[src/hdl/tafm_pkg.sv]
// ---------------------------------------------------------------------------
// tafm_pkg
// Shared types and constants for the throttle arming / flight mode controller.
// ---------------------------------------------------------------------------
package tafm_pkg;

  localparam int THR_W   = 10;
  localparam int HOLD_W  = 16;
  localparam int RETRY_W = 8;
  localparam int CFG_W   = 16;
  localparam int CFG_AW  = 2;

  // Configuration register indexes
  localparam logic [CFG_AW-1:0] CFG_HIGH_THR = 2'd0;
  localparam logic [CFG_AW-1:0] CFG_LOW_THR  = 2'd1;
  localparam logic [CFG_AW-1:0] CFG_HOLD     = 2'd2;
  localparam logic [CFG_AW-1:0] CFG_RETRY    = 2'd3;

  // Reset values of the configuration registers
  localparam logic [THR_W-1:0]   HIGH_THR_RST = 10'd900;
  localparam logic [THR_W-1:0]   LOW_THR_RST  = 10'd100;
  localparam logic [HOLD_W-1:0]  HOLD_RST     = 16'd1000;
  localparam logic [RETRY_W-1:0] RETRY_RST    = 8'd10;

  localparam logic [RETRY_W-1:0] FAIL_MAX = '1;

  // Reported codes
  localparam logic [1:0] MODE_CODE_IDLE   = 2'd0;
  localparam logic [1:0] MODE_CODE_NORMAL = 2'd1;
  localparam logic [1:0] MODE_CODE_HOLD   = 2'd2;
  localparam logic [1:0] MODE_CODE_FAULT  = 2'd3;

  localparam logic [2:0] PH_CODE_FREE   = 3'd0;
  localparam logic [2:0] PH_CODE_HIGH   = 3'd1;
  localparam logic [2:0] PH_CODE_LEFT   = 3'd2;
  localparam logic [2:0] PH_CODE_LOW    = 3'd3;
  localparam logic [2:0] PH_CODE_UNLOCK = 3'd4;

  typedef struct packed {
    logic [THR_W-1:0]   high_thr;
    logic [THR_W-1:0]   low_thr;
    logic [HOLD_W-1:0]  hold_ticks;
    logic [RETRY_W-1:0] retry_limit;
  } cfg_t;

  typedef enum logic [3:0] {
    M_IDLE   = 4'b0001,
    M_NORMAL = 4'b0010,
    M_HOLD   = 4'b0100,
    M_FAULT  = 4'b1000
  } mode_t;

  typedef enum logic [4:0] {
    PH_FREE   = 5'b00001,
    PH_HIGH   = 5'b00010,
    PH_LEFT   = 5'b00100,
    PH_LOW    = 5'b01000,
    PH_UNLOCK = 5'b10000
  } phase_t;

  function automatic logic [1:0] mode_code(mode_t m);
    logic [1:0] c;
    case (m)
      M_IDLE:   c = MODE_CODE_IDLE;
      M_NORMAL: c = MODE_CODE_NORMAL;
      M_HOLD:   c = MODE_CODE_HOLD;
      M_FAULT:  c = MODE_CODE_FAULT;
      default:  c = MODE_CODE_IDLE;
    endcase
    return c;
  endfunction

  function automatic logic [2:0] phase_code(phase_t p);
    logic [2:0] c;
    case (p)
      PH_FREE:   c = PH_CODE_FREE;
      PH_HIGH:   c = PH_CODE_HIGH;
      PH_LEFT:   c = PH_CODE_LEFT;
      PH_LOW:    c = PH_CODE_LOW;
      PH_UNLOCK: c = PH_CODE_UNLOCK;
      default:   c = PH_CODE_FREE;
    endcase
    return c;
  endfunction

endpackage

[src/hdl/throttle_arming_flight_mode_fsm_unit.sv]
// ---------------------------------------------------------------------------
// throttle_arming_flight_mode_fsm_unit
// Per-tick link tracking, stick arming and flight mode control.
// ---------------------------------------------------------------------------
//  channel | dir | handshake          | payload
//  in_     | in  | in_tvalid/tready   | in_tdata: tick inputs
//  out_    | out | out_tvalid/tready  | out_tdata: mode, link, phase, height
//  cfg_    | in  | cfg_we             | cfg_addr, cfg_wdata
//
//  One word per cycle sustained while out_tready holds high; out_tvalid rises
//  once the word has passed the input register and the state registers that
//  feed out_tdata have been loaded from it.
//  The state update for a word happens when it moves from the input register
//  into the output slot, so a stalled output holds state and input in place.
//  Reset (rst_n low, synchronous) clears state and loads register defaults.
module throttle_arming_flight_mode_fsm_unit #(
  parameter int TIME_WIDTH   = 32,
  parameter int HEIGHT_WIDTH = 16,
  localparam int IN_BITS     = 13 + HEIGHT_WIDTH + TIME_WIDTH,
  localparam int IN_TDATA_W  = ((IN_BITS + 7) / 8) * 8,
  localparam int OUT_BITS    = 6 + HEIGHT_WIDTH,
  localparam int OUT_TDATA_W = ((OUT_BITS + 7) / 8) * 8
) (
  input  logic                          clk,
  input  logic                          rst_n,
  input  logic                          in_tvalid,
  output logic                          in_tready,
  // link_ok, throttle[10], hold_request, height_mm, now_ticks, fault_clear
  input  logic [IN_TDATA_W-1:0]         in_tdata,
  output logic                          out_tvalid,
  input  logic                          out_tready,
  // flight_mode[2], link_up, arm_phase[3], hold_height
  output logic [OUT_TDATA_W-1:0]        out_tdata,
  input  logic                          cfg_we,
  input  logic [tafm_pkg::CFG_AW-1:0]   cfg_addr,
  input  logic [tafm_pkg::CFG_W-1:0]    cfg_wdata
);
  import tafm_pkg::*;

  localparam int THR_LSB    = 1;
  localparam int HOLD_BIT   = THR_LSB + THR_W;
  localparam int HEIGHT_LSB = HOLD_BIT + 1;
  localparam int NOW_LSB    = HEIGHT_LSB + HEIGHT_WIDTH;
  localparam int CLR_BIT    = NOW_LSB + TIME_WIDTH;

  cfg_t cfg_r;

  logic                    in_vld_r;
  logic                    in_link_ok_r;
  logic [THR_W-1:0]        in_thr_r;
  logic                    in_hold_r;
  logic [HEIGHT_WIDTH-1:0] in_height_r;
  logic [TIME_WIDTH-1:0]   in_now_r;
  logic                    in_clr_r;

  logic                    out_vld_r;
  logic                    adv;
  logic                    in_acc;

  mode_t                   mode_r;
  mode_t                   mode_nxt;
  logic [HEIGHT_WIDTH-1:0] target_r;
  logic [HEIGHT_WIDTH-1:0] target_nxt;
  logic                    link_nxt;
  logic                    link_r;
  phase_t                  phase_r;
  logic                    arm_done;

  // Configuration writes
  always_ff @(posedge clk) begin
    if (!rst_n) begin
      cfg_r.high_thr    <= HIGH_THR_RST;
      cfg_r.low_thr     <= LOW_THR_RST;
      cfg_r.hold_ticks  <= HOLD_RST;
      cfg_r.retry_limit <= RETRY_RST;
    end else if (cfg_we) begin
      case (cfg_addr)
        CFG_HIGH_THR: cfg_r.high_thr    <= cfg_wdata[THR_W-1:0];
        CFG_LOW_THR:  cfg_r.low_thr     <= cfg_wdata[THR_W-1:0];
        CFG_HOLD:     cfg_r.hold_ticks  <= cfg_wdata[HOLD_W-1:0];
        CFG_RETRY:    cfg_r.retry_limit <= cfg_wdata[RETRY_W-1:0];
        default: ;
      endcase
    end
  end

  // Handshake: word moves on when the output slot is free or being drained
  assign adv       = in_vld_r && (!out_vld_r || out_tready);
  assign in_tready = !in_vld_r || adv;
  assign in_acc    = in_tvalid && in_tready;

  // Input register
  always_ff @(posedge clk) begin
    if (!rst_n) begin
      in_vld_r <= 1'b0;
    end else if (in_acc) begin
      in_vld_r <= 1'b1;
    end else if (adv) begin
      in_vld_r <= 1'b0;
    end
  end

  always_ff @(posedge clk) begin
    if (in_acc) begin
      in_link_ok_r <= in_tdata[0];
      in_thr_r     <= in_tdata[HOLD_BIT-1:THR_LSB];
      in_hold_r    <= in_tdata[HOLD_BIT];
      in_height_r  <= in_tdata[NOW_LSB-1:HEIGHT_LSB];
      in_now_r     <= in_tdata[CLR_BIT-1:NOW_LSB];
      in_clr_r     <= in_tdata[CLR_BIT];
    end
  end

  // Link tracking runs first in each tick
  tafm_link u_link (
    .clk         (clk),
    .rst_n       (rst_n),
    .adv         (adv),
    .link_ok     (in_link_ok_r),
    .retry_limit (cfg_r.retry_limit),
    .link_nxt    (link_nxt),
    .link_r      (link_r)
  );

  // Arming sequence only steps while idle
  tafm_arm #(
    .TIME_WIDTH (TIME_WIDTH)
  ) u_arm (
    .clk     (clk),
    .rst_n   (rst_n),
    .en      (adv && (mode_r == M_IDLE)),
    .thr     (in_thr_r),
    .now     (in_now_r),
    .cfg     (cfg_r),
    .phase_r (phase_r),
    .done    (arm_done)
  );

  // Flight mode
  always_comb begin
    mode_nxt   = mode_r;
    target_nxt = target_r;
    case (mode_r)
      M_IDLE: begin
        if (arm_done) begin
          mode_nxt = M_NORMAL;
        end
      end
      M_NORMAL: begin
        if (in_hold_r) begin
          mode_nxt   = M_HOLD;
          target_nxt = in_height_r;
        end
        if (!link_nxt) begin
          mode_nxt = M_FAULT;
        end
      end
      M_HOLD: begin
        if (in_hold_r) begin
          mode_nxt = M_NORMAL;
        end
        if (!link_nxt) begin
          mode_nxt = M_FAULT;
        end
      end
      M_FAULT: begin
        if (in_clr_r) begin
          mode_nxt = M_IDLE;
        end
      end
      default: mode_nxt = M_IDLE;
    endcase
  end

  always_ff @(posedge clk) begin
    if (!rst_n) begin
      mode_r   <= M_IDLE;
      target_r <= '0;
    end else if (adv) begin
      mode_r   <= mode_nxt;
      target_r <= target_nxt;
    end
  end

  // Output slot; payload is the state itself, frozen while stalled
  always_ff @(posedge clk) begin
    if (!rst_n) begin
      out_vld_r <= 1'b0;
    end else if (adv) begin
      out_vld_r <= 1'b1;
    end else if (out_tready) begin
      out_vld_r <= 1'b0;
    end
  end

  assign out_tvalid = out_vld_r;
  assign out_tdata  = OUT_TDATA_W'({target_r, phase_code(phase_r), link_r,
                                    mode_code(mode_r)});

`ifndef SYNTHESIS
  // Fault is left only toward idle
  a_fault_exit: assert property (@(posedge clk) disable iff (!rst_n)
    $past(rst_n) && $past(mode_r == M_FAULT) && (mode_r != M_FAULT)
      |-> (mode_r == M_IDLE))
    else $error("fault mode left to a mode other than idle");

  // Arming phase only moves while idle
  a_phase_idle: assert property (@(posedge clk) disable iff (!rst_n)
    $past(rst_n) && (phase_r != $past(phase_r)) |-> $past(mode_r == M_IDLE))
    else $error("arming phase changed outside idle");

  // Link comes up only on a good reception
  a_link_rise: assert property (@(posedge clk) disable iff (!rst_n)
    $past(rst_n) && $rose(link_r) |-> $past(adv && in_link_ok_r))
    else $error("link came up without a good reception");

  // State changes only when a word moves into the output slot
  a_state_adv: assert property (@(posedge clk) disable iff (!rst_n)
    $past(rst_n) && !$past(adv) |-> $stable(mode_r) && $stable(target_r))
    else $error("mode state changed without an advancing word");
`endif

endmodule

[src/hdl/tafm_link.sv]
// ---------------------------------------------------------------------------
// tafm_link
// Link tracker: consecutive failure counter and connected flag.
// ---------------------------------------------------------------------------
module tafm_link (
  input  logic                    clk,
  input  logic                    rst_n,
  input  logic                    adv,
  input  logic                    link_ok,
  input  logic [tafm_pkg::RETRY_W-1:0] retry_limit,
  output logic                    link_nxt,
  output logic                    link_r
);
  import tafm_pkg::*;

  logic [RETRY_W-1:0] fail_cnt_r;
  logic [RETRY_W-1:0] fail_cnt_nxt;

  // Saturating failure count, link drops once the count reaches the limit
  always_comb begin
    fail_cnt_nxt = fail_cnt_r;
    link_nxt     = link_r;
    if (link_ok) begin
      fail_cnt_nxt = '0;
      link_nxt     = 1'b1;
    end else begin
      if (fail_cnt_r != FAIL_MAX) begin
        fail_cnt_nxt = fail_cnt_r + RETRY_W'(1);
      end
      if (fail_cnt_nxt >= retry_limit) begin
        link_nxt = 1'b0;
      end
    end
  end

  always_ff @(posedge clk) begin
    if (!rst_n) begin
      fail_cnt_r <= '0;
      link_r     <= 1'b0;
    end else if (adv) begin
      fail_cnt_r <= fail_cnt_nxt;
      link_r     <= link_nxt;
    end
  end

endmodule

[src/hdl/tafm_arm.sv]
// ---------------------------------------------------------------------------
// tafm_arm
// Throttle stick arming sequencer: high, left high, low, unlocked.
// ---------------------------------------------------------------------------
module tafm_arm #(
  parameter int TIME_WIDTH = 32
) (
  input  logic                        clk,
  input  logic                        rst_n,
  input  logic                        en,
  input  logic [tafm_pkg::THR_W-1:0]  thr,
  input  logic [TIME_WIDTH-1:0]       now,
  input  tafm_pkg::cfg_t              cfg,
  output tafm_pkg::phase_t            phase_r,
  output logic                        done
);
  import tafm_pkg::*;

  phase_t                phase_nxt;
  logic [TIME_WIDTH-1:0] high_since_r;
  logic [TIME_WIDTH-1:0] high_since_nxt;
  logic [TIME_WIDTH-1:0] low_since_r;
  logic [TIME_WIDTH-1:0] low_since_nxt;
  logic                  is_high;
  logic                  is_low;
  logic                  high_done;
  logic                  low_done;

  assign is_high = thr >= cfg.high_thr;
  assign is_low  = thr <= cfg.low_thr;

  // Wrapping dwell checks
  assign high_done = (now - high_since_r) >= TIME_WIDTH'(cfg.hold_ticks);
  assign low_done  = (now - low_since_r)  >= TIME_WIDTH'(cfg.hold_ticks);

  assign done = (phase_r == PH_UNLOCK);

  always_comb begin
    phase_nxt      = phase_r;
    high_since_nxt = high_since_r;
    low_since_nxt  = low_since_r;
    case (phase_r)
      PH_FREE: begin
        if (is_high) begin
          phase_nxt      = PH_HIGH;
          high_since_nxt = now;
        end
      end
      PH_HIGH: begin
        if (!is_high) begin
          phase_nxt = high_done ? PH_LEFT : PH_FREE;
        end
      end
      PH_LEFT: begin
        if (is_low) begin
          phase_nxt     = PH_LOW;
          low_since_nxt = now;
        end
      end
      PH_LOW: begin
        // stick above low after the dwell: stay here until low again
        if (!is_low && !low_done) begin
          phase_nxt = PH_FREE;
        end else if (is_low && low_done) begin
          phase_nxt = PH_UNLOCK;
        end
      end
      PH_UNLOCK: phase_nxt = PH_FREE;
      default:   phase_nxt = PH_FREE;
    endcase
  end

  always_ff @(posedge clk) begin
    if (!rst_n) begin
      phase_r      <= PH_FREE;
      high_since_r <= '0;
      low_since_r  <= '0;
    end else if (en) begin
      phase_r      <= phase_nxt;
      high_since_r <= high_since_nxt;
      low_since_r  <= low_since_nxt;
    end
  end

endmodule
[config.mk]
export PLATFORM = sky130hd
export DESIGN_NAME = throttle_arming_flight_mode_fsm_unit
export DESIGN_NICKNAME = d
export VERILOG_FILES = /design/src/hdl/tafm_pkg.sv /design/src/hdl/throttle_arming_flight_mode_fsm_unit.sv /design/src/hdl/tafm_link.sv /design/src/hdl/tafm_arm.sv
export SDC_FILE = /design/constraint.sdc
export NUM_CORES = 1
export LEC_CHECK = 0
export BUFFER_PORTS_ARGS = -buffer_cell sky130_fd_sc_hd__clkbuf_2
export CAP_MARGIN = 20
export CORE_ASPECT_RATIO = 0.75
export CORE_MARGIN = 1
export CORE_UTILIZATION = 47
export CTS_CLUSTER_DIAMETER = 200
export DETAILED_ROUTE_END_ITERATION = 16
export PLACE_DENSITY = 0.65
export SYNTH_ARGS = -nofsm -noshare
export SYNTH_HDL_FRONTEND = slang
export SYNTH_HIERARCHICAL = 1
export SYNTH_SLANG_ARGS = --single-unit
export TNS_END_PERCENT = 20
[constraint.sdc]
create_clock -name clk -period 14.4 [get_ports clk]
set_input_delay 2.88 -clock clk [delete_from_list [all_inputs] [get_ports clk]]
set_output_delay 2.88 -clock clk [all_outputs]
set_load 0.005 [all_outputs]
=== After elaboration in Yosys (flattened, before gate mapping) ===
Index checks and enable logic that the tools add are counted.

* $add $sub $neg: 3
* Magnitude comparators: 5
* Eq/ne operators: 21
* Multiplexer cells: 25
* Reductions and logical operators: 23

{| class="wikitable"
|+ Operators by type and width
! cell !! count
|-
| >= comparator 32 x 16 -> 1 bit || 2
|-
| subtractor 32 bit || 2
|-
| 2-to-1 mux 5 bit || 5
|-
| 2-to-1 mux 4 bit || 6
|-
| 2-to-1 mux 8 bit || 3
|-
| one-hot mux 5 bit (4 select lines) || 1
|-
| one-hot mux 4 bit (4 select lines) || 1
|-
| one-hot mux 3 bit (4 select lines) || 1
|-
| >= comparator 10 bit || 1
|-
| less-or-equal comparator 10 bit || 1
|-
| AND reduction 5 bit || 2
|-
| AND reduction 3 bit || 3
|-
| adder 8 x 1 -> 8 bit, second input constant || 1
|-
| >= comparator 8 bit || 1
|-
| != test 8 bit, second input constant || 1
|-
| AND reduction 2 bit || 4
|-
| 2-to-1 mux 1 bit || 6
|-
| != test 2 bit, second input constant || 3
|-
| != test 3 bit, second input constant || 2
|-
| one-hot mux 2 bit (3 select lines) || 1
|-
| == test 5 x 1 -> 1 bit, second input constant || 1
|-
| == test 5 x 2 -> 1 bit, second input constant || 1
|-
| == test 5 x 3 -> 1 bit, second input constant || 1
|-
| == test 5 x 4 -> 1 bit, second input constant || 1
|-
| other kinds (15) || 26
|}

* Register bits: 205
* Bits of input ports: 87
* Output and inout port bits: 26
* Word-level logic and storage cells: 96

=== Depth between registers and ports, before layout ===
Gate-level depths: netlist of the first run.

* Depth in word-level cells: 8
* Gate-level depth with buffers: 27
* Depth with buffers taken out: 27

=== Hierarchy ===
Netlist of the first run, hierarchy kept.

{| class="wikitable"
|+ Modules (own cells, without submodules)
! module !! times used !! cells an instance !! area an instance (µm²) !! sequential area each (µm²)
|-
| tafm_arm || 1 || 1,053 || 7,895.1 || 1,381.3
|-
| throttle_arming_flight_mode_fsm_unit || 1 || 374 || 4,478.0 || 3,153.0
|-
| tafm_link || 1 || 104 || 845.8 || 180.2
|}

=== Least setup slack after synthesis of the first run ===
No wires, ideal clock.

* Path type: input-to-output
* From: input port out_tready
* To: output port in_tready
* Data arrival time: 3.123 ns
* Data required time: 11.520 ns
* Setup slack: 8.397 ns
* Stages: 2
* Buffers on the path: 0
* Cells stage by stage: nor2b_1 > nand2_1

* Word-level cells in the longest chain between the ends: 3

{| class="wikitable"
|+ Ends and longest elaborated chain
! element !! line !! source
|-
| start: declaration || throttle_arming_flight_mode_fsm_unit.sv:31 || <nowiki>input logic out_tready,</nowiki>
|-
| logical OR 1 bit || throttle_arming_flight_mode_fsm_unit.sv:88 || <nowiki>assign adv = in_vld_r && (!out_vld_r || out_tready);</nowiki>
|-
| logical AND 1 bit || throttle_arming_flight_mode_fsm_unit.sv:88 ||
|-
| logical OR 1 bit || throttle_arming_flight_mode_fsm_unit.sv:89 || <nowiki>assign in_tready = !in_vld_r || adv;</nowiki>
|-
| end: declaration || throttle_arming_flight_mode_fsm_unit.sv:27 || <nowiki>output logic in_tready,</nowiki>
|}

No other way between the ends.

=== Worst setup path in the final report of the first run ===
Ends and elaborated chain as after synthesis.

==> results of run 1 <==
-- worst reg2reg max path, cell delays in order, from the launching register on --
cell       delay [ns]
edfxtp_1         0.51
ha_1             0.34
nor2b_1          0.15
o2111ai_1        0.28
nand2_1          0.15
nor2_1           0.12
nor2_1           0.06
o21ai_0          0.21
nand2b_1         0.09
a21oi_1          0.19
xnor2_1          0.19
ha_1             0.30
a21o_1           0.18
a21o_1           0.16
a21oi_1          0.19
o211ai_1         0.12
nand3_1          0.15
nand4_1          0.09
or4b_1           0.60
nor4_2           0.28
ha_1             0.30
nand2_1          0.06
o31a_1           0.13
o21ai_0          0.12
a211oi_1         0.50
mux2i_1          0.24
nor2b_1          0.06
-- power by group through the flow --
stage | combinational, mW | clock [mW] | sequential (mW)
floorplan | 0.160 | 0 | 0.636
detailed placement | 0.224 | 0 | 0.641
finish | 0.229 | 0.593 | 0.629
CTS | 0.225 | 0.610 | 0.629
global placement | 0.219 | 0 | 0.641
global route | 0.255 | 0.631 | 0.631
-- state kept, by name (all words and copies together), names as in the netlist --
signal,cells
cfg_r,44
in_clr_r,1
in_height_r,16
in_hold_r,1
in_link_ok_r,1
in_now_r,32
in_thr_r,10
in_vld_r,1
mode_r,4
out_tvalid,1
target_r,16
u_arm/high_since_r,32
u_arm/low_since_r,32
u_arm/phase_r,5
u_link/fail_cnt_r,8
u_link/link_r,1
-- worst paths after layout --
path | start | depth (start not counted) | end | slack, ns
min | cfg_r[4]$_SDFFE_PN0P_ | 2 | cfg_r[4]$_SDFFE_PN0P_ | 0.45
max reg2reg | in_now_r[1]$_DFFE_PP_ | 26 | u_arm/phase_r[4]$_SDFFE_PN0P_ | 8.52
min reg2reg | cfg_r[4]$_SDFFE_PN0P_ | 2 | cfg_r[4]$_SDFFE_PN0P_ | 0.45
max | out_tready | 4 | in_tready | 8.15
-- layout make-up --
cell class | count | area [um^2] | area share [%]
inverter | 129 | 484.2 | 3.289
sequential | 205 | 4715 | 32.02
timing repair buffer | 112 | 573.1 | 3.892
tap | 351 | 439.2 | 2.983
clock buffer | 32 | 650.6 | 4.419
clock inverter | 9 | 98.84 | 0.6713
multi-input combinational | 1142 | 7764 | 52.73
-- cell usage in the layout, fill, tap and decap left out, types with 47 or more instances in the layout --
| cell type | instances |
|---|---|
| edfxtp_1 | 61 |
| nor2_1 | 72 |
| clkbuf_2 | 107 |
| ha_1 | 124 |
| a21oi_1 | 113 |
| dfxtp_1 | 144 |
| inv_1 | 127 |
| nand2_1 | 226 |
| mux2i_1 | 58 |
| o21ai_0 | 65 |
| nor2b_1 | 47 |
-- through the flow --
| stage | worst slack [ns] | total power [mW] |
|---|---|---|
| 6_report | 8.150 | 1.450 |
| 3_3_place_gp | 8.187 | 0.8594 |
| 3_5_place_dp | 8.160 | 0.8650 |
| 2_1_floorplan | 8.397 | 0.7962 |
| 4_1_cts | 8.154 | 1.464 |
| 5_1_grt | 8.025 | 1.516 |
-- layer usage --
layer	GRT usage, %	wire length [um]	share of wire, %
met1	35.99	17430	52
met2	32.75	13220	40
met3	4.316	2028	6.1
met4	4.414	580	1.7
met5	0	0	0
-- logic make-up after synthesis --
group	after synthesis	synth area share [%]
XOR/XNOR	51	3.379
buffers and inverters	185	5.717
AO/OA/AOI/OAI	368	18.33
multiplexers	61	4.647
other	1	0.02837
adder cells (fa/ha/maj)	126	12.04
flip-flops	205	35.66
AND/OR/NAND/NOR	534	20.19
==> impl_metrics.json, run 1 <==
{
  "area_of_the_core_um2": 27330,
  "grt_max_degree": 56,
  "gpl.final_weighted_congestion": 0.9352,
  "post_drt_via_cell_ratio": 5.593,
  "cellPowerDensity_nw_per_um2": 98.48,
  "cts_buffers": 23,
  "fraction_of_final_layout_cells_sized_beyond_drive_strength_1_pct": 11.42,
  "power.net_switching_mw": 0.3958,
  "grt_setup_unrepaired": "false",
  "floorplan.initialDensity_pct": 48.37,
  "cellInternalPower_mw": 1.054,
  "die-width_um": 195.7,
  "cp_data_required_time_ns": 11.52,
  "hpwl_detailed_um": 25140,
  "postLayoutCoreUtil_pct": 53.88,
  "power.switching_fraction_pct": 27.30,
  "drt_drc_violations_left": 0,
  "totalWireLength_um": 33250,
  "pwr-share-seq_pct": 43.3,
  "setup-violations-final": 0,
  "antenna_violations_before_repair": 0,
  "cts_hold_repair.buffers": 0,
  "outcome": "completed",
  "achievable-frequency_ghz": 0.1600,
  "layout_min_cycle_time_ns": 6.250,
  "die-height_um": 147.2,
  "synth_area_per_cell_um2": 8.634,
  "hp-class": "flip-flop to flip-flop",
  "number_of_clock_sinks": 205,
  "detailedRoute.firstPassIterationCount": 5,
  "grt_pass1_vias": 10200,
  "fill_cells": 2562,
  "worst_path_dominant_cell_family": "simple AND/OR/NAND/NOR gates",
  "cts_tree": "yes",
  "crit_path_max_incr_delay_ns": 0.18,
  "cts.repair_timing.setup_buffer_count": 0,
  "path_max_fanout": 3,
  "netlist_instances": 1531,
  "clock_insertion_delay_worst_skew_ns": 0.52,
  "synth-seq-cells": 205,
  "insertedDiodeCount": 0,
  "synth_area_um2": 13220,
  "num_io_pins": 113,
  "port-buffer-count": 107,
  "critical_path.most_common_cell": "clkbuf_2",
  "max_slew.worst_pin.slew_ns": 1.008,
  "yosysUniqueCellTypes": 93,
  "worstSetupStartpointType": "primary input",
  "synth_largest_type_area_fraction_pct": 21.81,
  "synth_top_area_cell": "dfxtp_1",
  "maxCapViolations": 0,
  "placement_rows": 52,
  "timing.critical_path.arrival_ns": 3.37,
  "hold_slack_ns": 0.4526,
  "global_route_wire_length_before_repair_um": 54000,
  "track_usage_pct": 23.10,
  "placed_area_um2": 13970,
  "critical_path.endpoint_type": "output pin",
  "cts_root_buffer": "clkbuf_16",
  "yosys.cell_count.top_type": "nand2_1",
  "fin_area_um2": 14720,
  "drt_iter0_drc": 881,
  "min_period_over_period_pct": 43.40,
  "overflow": 0,
  "final_setup_skew_ns": 0.008632,
  "clk_transition_reported_paths_ns": 0.06,
  "dieArea_um2": 28810,
  "crit_chain": "clkbuf_2 > nor2b_1 > nand2_1 > clkbuf_2",
  "via_count": 11070,
  "p_leak_nw": 5.810,
  "ctsLongestPathBuffers": 3,
  "drv_slew": 0,
  "placed_cells": 1939,
  "critical_path_buf_inv_count": 2,
  "synth_ff_type": "dfxtp_1",
  "final-hold-violation-count": 0,
  "fin_cells": 1980,
  "clockPowerShare_pct": 40.9,
  "max_slew_margin_pct": 32.54,
  "post_cts_resize_count": 0,
  "htree_num_levels": 1,
  "timing_worst_setup_path_type": "primary input to output pin",
  "areaGrowthSynthToFinish_pct": 11.39,
  "wirelength_per_cell_um": 16.79,
  "nNetsFinal": 1826,
  "synth_area_leaders": "dfxtp_1 22%, edfxtp_1 14%, ha_1 12%",
  "number_of_nets_still_failing_antenna_checks_after_routing": 0,
  "comb_power_share_pct": 15.8,
  "ys_seq_area_share_pct": 35.66,
  "synth_enable_flop_cells": 61,
  "postSynth.asyncResetShare_pct": 0,
  "synthesis.yosys.warnings": 6,
  "synth.top_cells.by_count": "226 x nand2_1, 144 x dfxtp_1, 127 x inv_1, 124 x ha_1, 113 x a21oi_1",
  "critical-path-slowest-cell": "nor2b_1",
  "max-vdd-ir-drop_v": 0.00008776,
  "setup_tns_ns": 0
}
Power figures use the tool's default switching activity.
==> run 2: changes to the inputs <==
clock period = 6.47 ns   (was 14.4 ns; I/O delays follow)
==> run 2 against run 1 <==
Global-route usage rose by 0.10 points. Clock skew rose by 0.0031 ns. Via count rose by 0.35%. Sequential power rose by 120%. First-iteration DRC count rose by 6.2%. Highest routed layer unchanged. Largest power group is now clock. Non-clock buffer count rose by 1. Combinational power rose by 120%. Setup slack got worse by 7.4 ns. Critical endpoint is now u_arm/phase_r[1]$_SDFFE_PN0P_. Power rose by 130%. Largest cell class unchanged.
==> impl_metrics.json, run 2 (synthesis gave the netlist of run 1 again) <==
{
  "max_slew.worst_pin.slew_ns": 0.9780,
  "outcome": "completed",
  "cts_tree": "yes",
  "totalWireLength_um": 33410,
  "detailedRoute.firstPassIterationCount": 5,
  "grt_max_degree": 55,
  "htree_num_levels": 1,
  "crit_chain": "ha_1 > nor2b_1 > o2111ai_1 > nand3_2 > a21oi_2 > nand3b_1 > nand2_1 > xor2_1 > ha_1 > a21oi_1 > nor2b_1 > o21ai_0 > o2111ai_1 > a31oi_1 > nand4_1 > or4b_1 > nor4_2 > ha_1 > nand2_1 > o31a_1 > o21ai_0 > a211oi_1 > nand2b_1 > a21boi_0",
  "max-vdd-ir-drop_v": 0.0001855,
  "power.total_mw": 3.355,
  "track_usage_pct": 23.20,
  "post_cts_resize_count": 0,
  "fin_cells": 1983,
  "critical_path.endpoint_type": "flip-flop",
  "min_period_over_period_pct": 88.39,
  "cts_root_buffer": "clkbuf_16",
  "worstSetupStartpointType": "flip-flop",
  "grt_pass1_vias": 10060,
  "setup_tns_ns": 0,
  "layout_commonest_cell": "nand2_1",
  "hp-class": "flip-flop to flip-flop",
  "hold_slack_ns": 0.4566,
  "areaGrowthSynthToFinish_pct": 12.31,
  "floorplan.initialDensity_pct": 48.37,
  "achievable-frequency_ghz": 0.1749,
  "die-width_um": 195.7,
  "path_max_fanout": 5,
  "wirelength_per_cell_um": 16.85,
  "drt_iter0_drc": 936,
  "global_route_wire_length_before_repair_um": 53920,
  "nNetsFinal": 1828,
  "setup-violations-final": 0,
  "number_of_clock_sinks": 205,
  "hpwl_detailed_um": 25020,
  "cp_data_required_time_ns": 6.83,
  "clk_transition_reported_paths_ns": 0.06,
  "mostFrequentLayoutCells": "226 x nand2_1, 144 x dfxtp_1, 127 x inv_1",
  "antenna_violations_before_repair": 0,
  "cellPowerDensity_nw_per_um2": 226.0,
  "cts_buffers": 24,
  "drv_slew": 0,
  "crit_path_max_incr_delay_ns": 0.60,
  "final-hold-violation-count": 0,
  "maxCapViolations": 0,
  "placed_cells": 1940,
  "max_flop_register": "cfg_r",
  "cts.repair_timing.setup_buffer_count": 0,
  "critical-path-slowest-cell": "or4b_1",
  "insertedDiodeCount": 0,
  "area_of_the_core_um2": 27330,
  "largest_reg_flops": 44,
  "critical_path.most_common_cell": "ha_1",
  "placement_rows": 52,
  "timing_worst_setup_path_type": "flip-flop to flip-flop",
  "drt_drc_violations_left": 0,
  "post_drt_via_cell_ratio": 5.604,
  "timing.critical_path.arrival_ns": 6.08,
  "layout_min_cycle_time_ns": 5.719,
  "die-height_um": 147.2,
  "gpl.final_weighted_congestion": 0.8997,
  "via_count": 11110,
  "grt_setup_unrepaired": "false",
  "clock_insertion_delay_worst_skew_ns": 0.53,
  "p_leak_nw": 5.875,
  "fraction_of_final_layout_cells_sized_beyond_drive_strength_1_pct": 11.76,
  "port-buffer-count": 107,
  "final_setup_skew_ns": 0.01175,
  "num_io_pins": 113,
  "dieArea_um2": 28810,
  "ctsLongestPathBuffers": 3,
  "max_slew_margin_pct": 34.56,
  "number_of_nets_still_failing_antenna_checks_after_routing": 0,
  "overflow": 0,
  "cts_hold_repair.buffers": 0
}
==> run 2: cell types whose count changed in the layout (fill, tap and decap cells not counted), sizes merged <==
cell      delta
buf          +1
clkinv       -1
clkbuf       +4
clkinvlp     -1
==> run 2: path summary, 6_finish.rpt <==
kind,start,to,slack (ns),cells past startpoint
setup / recovery,in_now_r[1]$_DFFE_PP_,u_arm/phase_r[1]$_SDFFE_PN0P_,0.75,24
hold / removal,cfg_r[7]$_SDFFE_PN0P_,cfg_r[7]$_SDFFE_PN0P_,0.46,2
setup reg to reg,in_now_r[1]$_DFFE_PP_,u_arm/phase_r[1]$_SDFFE_PN0P_,0.75,24
hold reg to reg,cfg_r[7]$_SDFFE_PN0P_,cfg_r[7]$_SDFFE_PN0P_,0.46,2
==> run 2: stage by stage <==
stage | util, % | instance area, um^2 | setup slack, ns
3_3_place_gp | 51.17 | 13980 | 0.9090
2_1_floorplan | - | 13220 | 1.670
4_1_cts | 54.33 | 14850 | 0.7842
5_1_grt | 54.33 | 14850 | 0.2673
6_report | 54.33 | 14850 | 0.7513
3_5_place_dp | 51.17 | 13980 | 0.8143
==> run 2: power by group <==
part | switching (mW) | internal, mW | leakage, nW | total [mW]
sequential | 0.0317 | 1.37 | 1.76 | 1.40
clock | 0.551 | 0.896 | 0.424 | 1.45
combinational | 0.311 | 0.199 | 3.69 | 0.509
==> run 2: worst max-delay path, delay by kind of cell (launching register included) <==
family	cells	cell delay, ns
AOI/OAI and AO/OA	10	2.20
and+or+nand+nor	10	1.78
DFF	1	0.49
xor gates and xnor gates	1	0.16
adders and majority gates	3	0.93
==> run 2: layout make-up <==
class / count / area, um^2
repair buffers: 113 / 580.6
inverters: 129 / 484.2
well taps: 351 / 439.2
fillers: 2556 / 12480
clock buffers: 36 / 760.7
multi-input cells: 1142 / 7764
clock inverters: 7 / 103.9
flip-flops and latches: 205 / 4715
==> run 2: routing by layer <==
| metal | part of all wire [%] | track usage [%] | wire, um | vias to the layer above |
|---|---|---|---|---|
| li1 | - | - | - | 5587 |
| met1 | 52 | 36.46 | 17520 | 5144 |
| met2 | 40 | 32.95 | 13270 | 332 |
| met3 | 5.8 | 3.398 | 1946 | 50 |
| met4 | 2.0 | 5.117 | 676 | 0 |
| met5 | 0 | 0 | 0 | - |
